**src/design/bcc_pkg.sv**
```systemverilog
// ----------------------------------------------------------------------------
// bcc_pkg
// Shared types, constants and helpers for the button click classifier.
// ----------------------------------------------------------------------------
package bcc_pkg;

  localparam int COUNT_WIDTH = 16;
  localparam int REG_WIDTH   = 16;

  typedef logic [COUNT_WIDTH-1:0] count_t;
  typedef logic [REG_WIDTH-1:0]   reg_val_t;
  typedef logic [1:0]             event_t;
  typedef logic                   reg_index_t;

  localparam event_t EV_NONE   = 2'd0;
  localparam event_t EV_SINGLE = 2'd1;
  localparam event_t EV_DOUBLE = 2'd2;
  localparam event_t EV_LONG   = 2'd3;

  localparam reg_index_t REG_LONG_PRESS   = 1'b0;
  localparam reg_index_t REG_CLICK_WINDOW = 1'b1;

  localparam reg_val_t LONG_PRESS_RESET   = 16'd100;
  localparam reg_val_t CLICK_WINDOW_RESET = 16'd20;

  typedef enum logic [4:0] {
    PH_IDLE  = 5'b00001,
    PH_PUSH1 = 5'b00010,
    PH_REL1  = 5'b00100,
    PH_PUSH2 = 5'b01000,
    PH_LONG  = 5'b10000
  } phase_t;

  typedef struct packed {
    reg_val_t long_press_ticks;
    reg_val_t click_window_ticks;
  } cfg_t;

  // register value masked or extended to the counter width
  function automatic count_t fit_count(input reg_val_t v);
    logic [COUNT_WIDTH+REG_WIDTH-1:0] tmp;
    tmp = {{COUNT_WIDTH{1'b0}}, v};
    return tmp[COUNT_WIDTH-1:0];
  endfunction

endpackage

```
**src/design/button_click_classifier.sv**
```systemverilog
// ----------------------------------------------------------------------------
// button_click_classifier
// Classifies sampled button levels into single, double and long clicks.
// ----------------------------------------------------------------------------
// result: the result beat is registered and appears in the cycle after its input beat is accepted
// throughput: one beat per cycle while the output is not stalled; the state updates on each accepted beat
// reset: synchronous; phase idle, counters zero, registers 100 and 20,
// output register empty
module button_click_classifier import bcc_pkg::*; (
  input  logic       clk,
  input  logic       rst,
  input  logic       in_valid,
  output logic       in_stall,
  input  logic       pressed,
  output logic       out_valid,
  input  logic       out_stall,
  output event_t     event_res,
  input  logic       wr_en,
  input  reg_index_t wr_index,
  input  reg_val_t   wr_data
);

  cfg_t   cfg;
  event_t ev;
  logic   in_accept;
  logic   out_valid_next;

  assign in_stall       = out_valid & out_stall;
  assign in_accept      = in_valid & ~in_stall;
  assign out_valid_next = in_accept | (out_valid & out_stall);

  always_ff @(posedge clk) begin
    if (rst) begin
      cfg.long_press_ticks   <= LONG_PRESS_RESET;
      cfg.click_window_ticks <= CLICK_WINDOW_RESET;
    end else if (wr_en) begin
      case (wr_index)
        REG_LONG_PRESS:   cfg.long_press_ticks   <= wr_data;
        REG_CLICK_WINDOW: cfg.click_window_ticks <= wr_data;
        default: ;
      endcase
    end
  end

  bcc_core u_core (
    .clk     (clk),
    .rst     (rst),
    .step    (in_accept),
    .pressed (pressed),
    .cfg     (cfg),
    .ev      (ev)
  );

  always_ff @(posedge clk) begin
    if (rst) begin
      out_valid <= 1'b0;
    end else begin
      out_valid <= out_valid_next;
    end
  end

  always_ff @(posedge clk) begin
    if (in_accept) begin
      event_res <= ev;
    end
  end

endmodule

```
**src/design/bcc_core.sv**
```systemverilog
// ----------------------------------------------------------------------------
// bcc_core
// Press pattern state machine with hold and click window counters.
// ----------------------------------------------------------------------------
module bcc_core import bcc_pkg::*; (
  input  logic   clk,
  input  logic   rst,
  input  logic   step,
  input  logic   pressed,
  input  cfg_t   cfg,
  output event_t ev
);

  phase_t phase, phase_next;
  count_t hold_counter, hold_counter_next;
  count_t window_counter, window_counter_next;
  count_t hold_dec, window_dec;

  assign hold_dec   = count_t'(hold_counter - count_t'(1));
  assign window_dec = count_t'(window_counter - count_t'(1));

  always_comb begin
    phase_next          = phase;
    hold_counter_next   = hold_counter;
    window_counter_next = window_counter;
    ev                  = EV_NONE;
    case (phase)
      PH_PUSH1: begin
        hold_counter_next = hold_dec;
        if (hold_dec == '0) begin
          ev         = EV_LONG;
          phase_next = PH_LONG;
        end else if (!pressed) begin
          window_counter_next = fit_count(cfg.click_window_ticks);
          phase_next          = PH_REL1;
        end
      end
      PH_REL1: begin
        window_counter_next = window_dec;
        if (window_dec == '0) begin
          ev         = EV_SINGLE;
          phase_next = PH_IDLE;
        end else if (pressed) begin
          phase_next = PH_PUSH2;
        end
      end
      PH_PUSH2: begin
        if (!pressed) begin
          ev         = EV_DOUBLE;
          phase_next = PH_IDLE;
        end
      end
      PH_LONG: begin
        if (!pressed) begin
          phase_next = PH_IDLE;
        end
      end
      default: begin
        if (pressed) begin
          hold_counter_next = fit_count(cfg.long_press_ticks);
          phase_next        = PH_PUSH1;
        end else begin
          phase_next = PH_IDLE;
        end
      end
    endcase
  end

  always_ff @(posedge clk) begin
    if (rst) begin
      phase          <= PH_IDLE;
      hold_counter   <= '0;
      window_counter <= '0;
    end else if (step) begin
      phase          <= phase_next;
      hold_counter   <= hold_counter_next;
      window_counter <= window_counter_next;
    end
  end

`ifndef SYNTHESIS
  a_long_enters_long: assert property (@(posedge clk) disable iff (rst)
    step && ev == EV_LONG |=> phase == PH_LONG)
    else $error("long click without long press phase");

  a_double_to_idle: assert property (@(posedge clk) disable iff (rst)
    step && phase == PH_PUSH2 && !pressed |=> phase == PH_IDLE)
    else $error("double click release did not return to idle");

  a_hold_load: assert property (@(posedge clk) disable iff (rst)
    step && phase == PH_IDLE && pressed
    |=> phase == PH_PUSH1 && hold_counter == $past(fit_count(cfg.long_press_ticks)))
    else $error("hold counter not loaded on press");

  a_single_from_rel1: assert property (@(posedge clk) disable iff (rst)
    step && ev == EV_SINGLE |-> phase == PH_REL1 && window_counter == count_t'(1))
    else $error("single click outside expiring window");
`endif

endmodule
```
**config.mk**
```make
export PLATFORM = sky130hd
export DESIGN_NAME = button_click_classifier
export DESIGN_NICKNAME = d
export VERILOG_FILES = /design/src/design/bcc_pkg.sv /design/src/design/button_click_classifier.sv /design/src/design/bcc_core.sv
export SDC_FILE = /design/constraint.sdc
export NUM_CORES = 1
export LEC_CHECK = 0
export BUFFER_PORTS_ARGS = -buffer_cell sky130_fd_sc_hd__buf_2
export CORE_MARGIN = 2
export CORE_UTILIZATION = 35
export CTS_CLUSTER_DIAMETER = 50
export DETAILED_ROUTE_END_ITERATION = 7
export PLACE_DENSITY = 0.56
export SKIP_LAST_GASP = 1
export SLEW_MARGIN = 0
export SYNTH_ARGS = -nofsm -noshare
export SYNTH_HDL_FRONTEND = slang
export SYNTH_SLANG_ARGS = --single-unit
```
**constraint.sdc**
```tcl
create_clock -name clk -period 2.5 [get_ports clk]
set_clock_uncertainty 0.15 [all_clocks]
set_input_delay 0 -clock clk [delete_from_list [all_inputs] [get_ports clk]]
set_output_delay 0 -clock clk [all_outputs]
set_load 0.1 [all_outputs]
```
# [Yosys cells after proc, flatten, opt, wreduce, memory -nomap -nowiden]
# Cells that the tools add are included.
[classes] n_shift=0 addsub=2 eq_ne=9 multipliers=0 n_reduce_logical=11 bitwise_logic=6 order_cmp=0 muxes=16 div=0
[ops] cell="$pmux 16 s2" count=2
[ops] cell="$mux 16" count=3
[ops] cell="$logic_not 16->1" count=2
[ops] cell="$sub 16x1->16 const B" count=2
[ops] cell="$mux 5" count=5
[ops] cell="$pmux 5 s3" count=1
[ops] cell="$reduce_and 4->1" count=2
[ops] cell="$mux 2" count=3
[ops] cell="$ne 2x2->1 const B" count=3
[ops] cell="$ne 3x2->1 const B" count=2
[ops] cell="$pmux 2 s3" count=1
[ops] cell="$eq 5x2->1 const B" count=1
[ops] cell="$eq 5x3->1 const B" count=1
[ops] cell="$eq 5x4->1 const B" count=1
[ops] cell="$eq 5x5->1 const B" count=1
[ops] cell="$reduce_and 2->1" count=2
[ops] cell="$reduce_bool 2->1" count=2
[ops] cell="$not 1->1" count=3
[ops] cell="$reduce_and 3->1" count=1
[ops] cell="$reduce_or 3->1" count=1
[ops] cell="$and 1x1->1" count=2
[ops] cell="$reduce_or 2->1" count=1
[ops] cell="$mux 1" count=1
[ops] cell="$or 1x1->1" count=1
[totals] romBits=0 mem_bits_rw=0 register_bits=72 word_cells=51 inputBits=23 memories=0 latch_bits=0 out_inout_bits=4

# [Depth between registers and ports, before layout]
[depth] ltp_word=4 mapped_depth=11 depth_no_buf=9

# [Modules after synthesis]
# From an unflattened synthesis, not the netlist that was laid out.
[hier_totals] cells_unflattened=507 hier_area_um2=4142.7
[modules_own_cells] mod="bcc_core" instances=1 cells_per_inst=372 area_per_inst_um2=2683.8 seq_area_each_um2=740.7
[modules_own_cells] mod="button_click_classifier" instances=1 cells_per_inst=135 area_per_inst_um2=1458.9 seq_area_each_um2=720.7

# [Worst setup path after synthesis]
# OpenSTA, ideal clock, no wires.
[synth_path] path_kind="reg2reg" from="register out_valid" to="register u_core.hold_counter[12]" t_required_ps=2222 arrival_time_ps=2824 setup_slack_ps=-601 path_buffers=1 setup_ps=128 synth_period_minus_slack_ps=3101 stages_incl_launch_ff=9 path_cell_list="dfxtp_1 > and2_1 > nand2b_1 > nor2_1 > o211ai_1 > clkbuf_1 > nor2_1 > o22ai_1 > nor2_1"
[synth_between] elab_chain_cells=4
[synth_rtl] item="start, declared" line="button_click_classifier.sv:15" text="output logic out_valid,"
[synth_rtl] item="start signal, assigned" line="button_click_classifier.sv:58" text="out_valid <= out_valid_next;"
[synth_rtl] item="$and 1x1->1" line="button_click_classifier.sv:28" text="assign in_stall = out_valid & out_stall;"
[synth_rtl] item="named net in_stall" line="button_click_classifier.sv:13" text="output logic in_stall,"
[synth_rtl] item="$not 1->1" line="button_click_classifier.sv:29" text="assign in_accept = in_valid & ~in_stall;"
[synth_rtl] item="$and 1x1->1" line="button_click_classifier.sv:29"
[synth_rtl] item="$reduce_and 3->1 (no line)"
[synth_rtl] item="end signal, assigned" line="bcc_core.sv:76" text="hold_counter <= hold_counter_next;"
[synth_rtl] item="end, declared" line="bcc_core.sv:15" text="count_t hold_counter, hold_counter_next;"
# The timed path passes the listed nets, and every way through them passes these cells.
# A chain may end at the register's enable or synchronous reset.

# [Final worst setup path]
[layout_path] from="register u_core.hold_counter[0]" to="register u_core.window_counter[7]"
[layout_between] elab_chain_cells=4
[layout_rtl] item="$sub 16x1->16" line="bcc_core.sv:19" text="assign hold_dec = count_t'(hold_counter - count_t'(1));"
[layout_rtl] item="$logic_not 16->1" line="bcc_core.sv:30" text="if (hold_dec == '0) begin"
[layout_rtl] item="$ne 2x2->1 (no line)"
[layout_rtl] item="$reduce_and 4->1 (no line)"
[layout_rtl] item="end signal, assigned" line="bcc_core.sv:77" text="window_counter <= window_counter_next;"
[layout_rtl] item="end, declared" line="bcc_core.sv:16" text="count_t window_counter, window_counter_next;"
# Every way passes these cells.

==> parameters.txt <==
Parameter                              Value

Worst setup path
  Cell family with most CP delay ... simple AND/OR/NAND/NOR gates
  Total stage count of the critical path ... 7
  Arrival time at the worst endpoint ... around 2.7 ns
  Highest-delay cell along the critical path ... or4_4
  Count of buffering cells on the critical path with inverters included ... 0
  Cell Chain, Critical Path ... or4_4, or3_4, a21oi_4, o2111ai_4, o211ai_4, nand2_4, a221oi_2
  Endpoint type of the worst setup path ... flop
  Crit path largest cell delay ... 0.54 ns
  CP startpoint kind ... flop
  Reg2Reg Depth ... 7
  Critical path class ... reg -> reg
  Required arrival time at the worst endpoint ... 2.62 ns
  Maximum fanout along the worst path ... 7

Global route
  Via count of the first global-routing pass ... 3,926
  Antenna violations before repair ... 0
  Wire length of the first global-routing pass ... just under 20,000 um
  Pin count of the biggest net entering global routing ... 60
  Total gr overflow ... 0
  GRT Resource Usage Total ... 21.3%

Hold path
  Type of the worst min-delay path ... in -> reg
  WHS Path Cells ... 4

Clocking
  Number of buffers on the longest clock path ... 2
  Num Clock Sinks ... 72
  Clock Latency Late Sink ... 0.36 ns
  CTS tree ... built
  Total clock buffers created by CTS ... 9
  Root buffer cell ... clkbuf_8
  H-tree depth ... 3
  Clock edge transition at the registers on the reported setup and hold paths ... 0.08 ns

Power and ir drop
  Cell area power density ... 532 nW/um^2
  P_leak ... 1.95 nW
  IR drop worst, VDD ... 0.412 mV
  Final total power ... 2.76 mW

Layout
  # nets final ... 620
  Final core utilization ... 47.9%
  Final cell count without fillers ... 738
  Fillcell total ... 1,071
  Area of all placed cells without fillers ... 5190 sq um
  Highest-count cells in the layout ignoring fill and taps ... nand2_1, dfxtp_1, a21oi_1
  Layout cells sized above 1 ... about a quarter
  Diodes inserted ... 0
  P&R area growth vs syn ... 33.1%
  Commonest non-fill, non-tap cell in the layout ... nand2_1

Logic synthesis
  Register bit total from synthesis ... 72
  Post-synth design cell area ... 3900 sq um
  Proportion of synthesized flip-flops having asynchronous set or reset ... 0%
  Syn nets ... 539
  YS warnings ... 0
  EDFF count, synth ... 2
  Count of different cell masters after synthesis ... between 60 and 70
  Sequential-to-total area share from yosys stat ... 37.5%
  Number of instances in the synthesized netlist ... 512
  Average footprint of a synthesized cell ... 7.61 sq um
  Primary FF master, synth ... dfxtp_1

Timing
  Number of setup violations in the final report ... 8
  Post-route clock period utilization ... 101%
  Total Neg Setup Slack ... -0.0972 ns
  Relative slew margins ... 48.9%
  Fin worst setup slack ... -0.0295 ns
  Number of pins with negative max-slew slack in the final report ... 0
  Slew @ Worst Pin ... between 0.7 and 0.8 ns
  Setup repair after global routing missed its margin ... yes
  Fmax ... roughly 400 MHz
  Count of endpoints failing hold in the final timing report ... 0
  Final period demand of the worst path ... ~2.5 ns

Die
  Vertical die dimension ... about 110 um
  Total I/O pin count ... 27
  Total Die Area ... 12,000 sq um
  Horizontal extent of the die ... 110 um
  Initial cell density of the core ... roughly 36%
  Core area ... 10,800 sq um
  Placement Rows ... 38

Placed design
  Placed inst area ... 4460 sq um
  Count of port buffers added during placement ... 26
  Sum of net half-perimeters after detailed placement ... roughly 8300 um
  Post-placement cell count ... just under 700
  Routability-driven placement congestion ratio ... 0.857

Outcome
  Failing checks ... negative setup slack
  Run status ... finished with violations

Route
  Via total after detailed routing ... 4,094
  Final ANT Viol Nets ... 0
  Number of DRC markers in iteration 0 ... 238
  Post-detailed-route DRC marker count ... 0
  Final routed wire length divided by cell count ... 16.3 um
  Final routed wirelength across all metal layers ... 12,100 um
  Ratio of routed vias to standard cells ... between 5 and 6
  Detailed Routing Iterations Pass 1 ... 5

Job
  Max-cap violation count ... 0
-- cell families (layout without fill, tap and decap cells) --
group	Yosys count	in the layout	share of synthesized area (%)
AOI/OAI and AO/OA	152	152	26.3
xor gates and xnor gates	3	3	0.674
adders and majority gates	4	4	1.28
buffers and inverters	51	137	5.49
DFF	72	72	37.5
muxes	2	2	0.513
and+or+nand+nor	228	228	28.3
-- timing repair --
action	4_1_cts	5_1_grt
buffers inserted	2	5
hold endpoints to repair	37	0
setup endpoints to repair	21	23
pin swaps	9	10
hold buffers	23	0
gates resized for setup	16	21
-- final cells by class --
cell class,instances,area [sq um],share of cell area (%)
Clock buffer,13,180,3.47
Tap cell,140,175,3.38
Multi-Input combinational cell,389,2430,46.8
Sequential cell,72,1470,28.3
Inverter,12,45.0,0.868
Timing Repair Buffer,109,843,16.2
Clock inverter,3,46.3,0.892
-- registers in the layout, summed over array words and instances (netlist names) --
| register | flops |
|---|---|
| cfg | 32 |
| event_res | 2 |
| out_valid | 1 |
| u_core.hold_counter | 16 |
| u_core.phase | 5 |
| u_core.window_counter | 16 |
-- cells in the mapped netlist, types with 4 or more instances --
cell type  count  area, sq um
nand2_1       90          338
dfxtp_1       70         1400
a21oi_1       57          285
nor2_1        46          173
clkbuf_1      34          128
o21ai_0       25          125
nand3_1       19         95.1
nor3_1        15         75.1
inv_1         12         45.0
nor4_1         9         56.3
a22oi_1        7         52.6
nand4_1        7         43.8
nor3b_1        6         45.0
o211ai_1       6         45.0
o21ai_1        6         30.0
a221oi_1       5         43.8
and2_1         5         31.3
o31ai_1        5         37.5
or3_1          5         31.3
a221oi_2       4         60.1
ha_1           4         50.1
or4_1          4         30.0
-- stage by stage --
stage	hold slack, ns	setup slack [ns]
after detailed placement	0.0822	-0.153
after CTS	0.241	-0.0817
after global routing	0.290	-0.148
after floorplan	-0.0260	-0.0667
after global placement	0.0734	-0.190
final	0.254	-0.0295
-- where the power goes --
part / internal, mW / leakage (nW) / switching [mW]
registers: 1.19 / 0.593 / 0.0375
clock network: 0.579 / 0.111 / 0.461
logic: 0.220 / 1.24 / 0.271
-- worst paths after layout --
| path | start | slack [ns] | to |
|---|---|---|---|
| worst min register to register | cfg[6]$_SDFFE_PP0P_ | 0.32 | cfg[6]$_SDFFE_PP0P_ |
| worst max-delay path | u_core.hold_counter[0]$_SDFFE_PP0P_ | -0.03 | u_core.window_counter[7]$_SDFFE_PP0P_ |
| worst min-delay path | out_stall | 0.25 | event_res[1]$_DFFE_PP_ |
| worst max register to register | u_core.hold_counter[0]$_SDFFE_PP0P_ | -0.03 | u_core.window_counter[7]$_SDFFE_PP0P_ |
-- worst register-to-register path, cell delays in order (launching register included) --
cell and delay [ns]:
dfxtp_2 0.35, or4_4 0.54, or3_4 0.35, a21oi_4 0.16, o2111ai_4 0.19, o211ai_4 0.29
nand2_4 0.15, a221oi_2 0.27
-- routing by layer --
layer	vias up	global-route usage [%]	wire (um)
met1	1936	29.1	5570
met5	-	0	0
met3	15	3.62	647
met4	0	7.50	253
li1	2030	-	-
met2	113	33.7	5580
(Power assumes the default switching activity.)
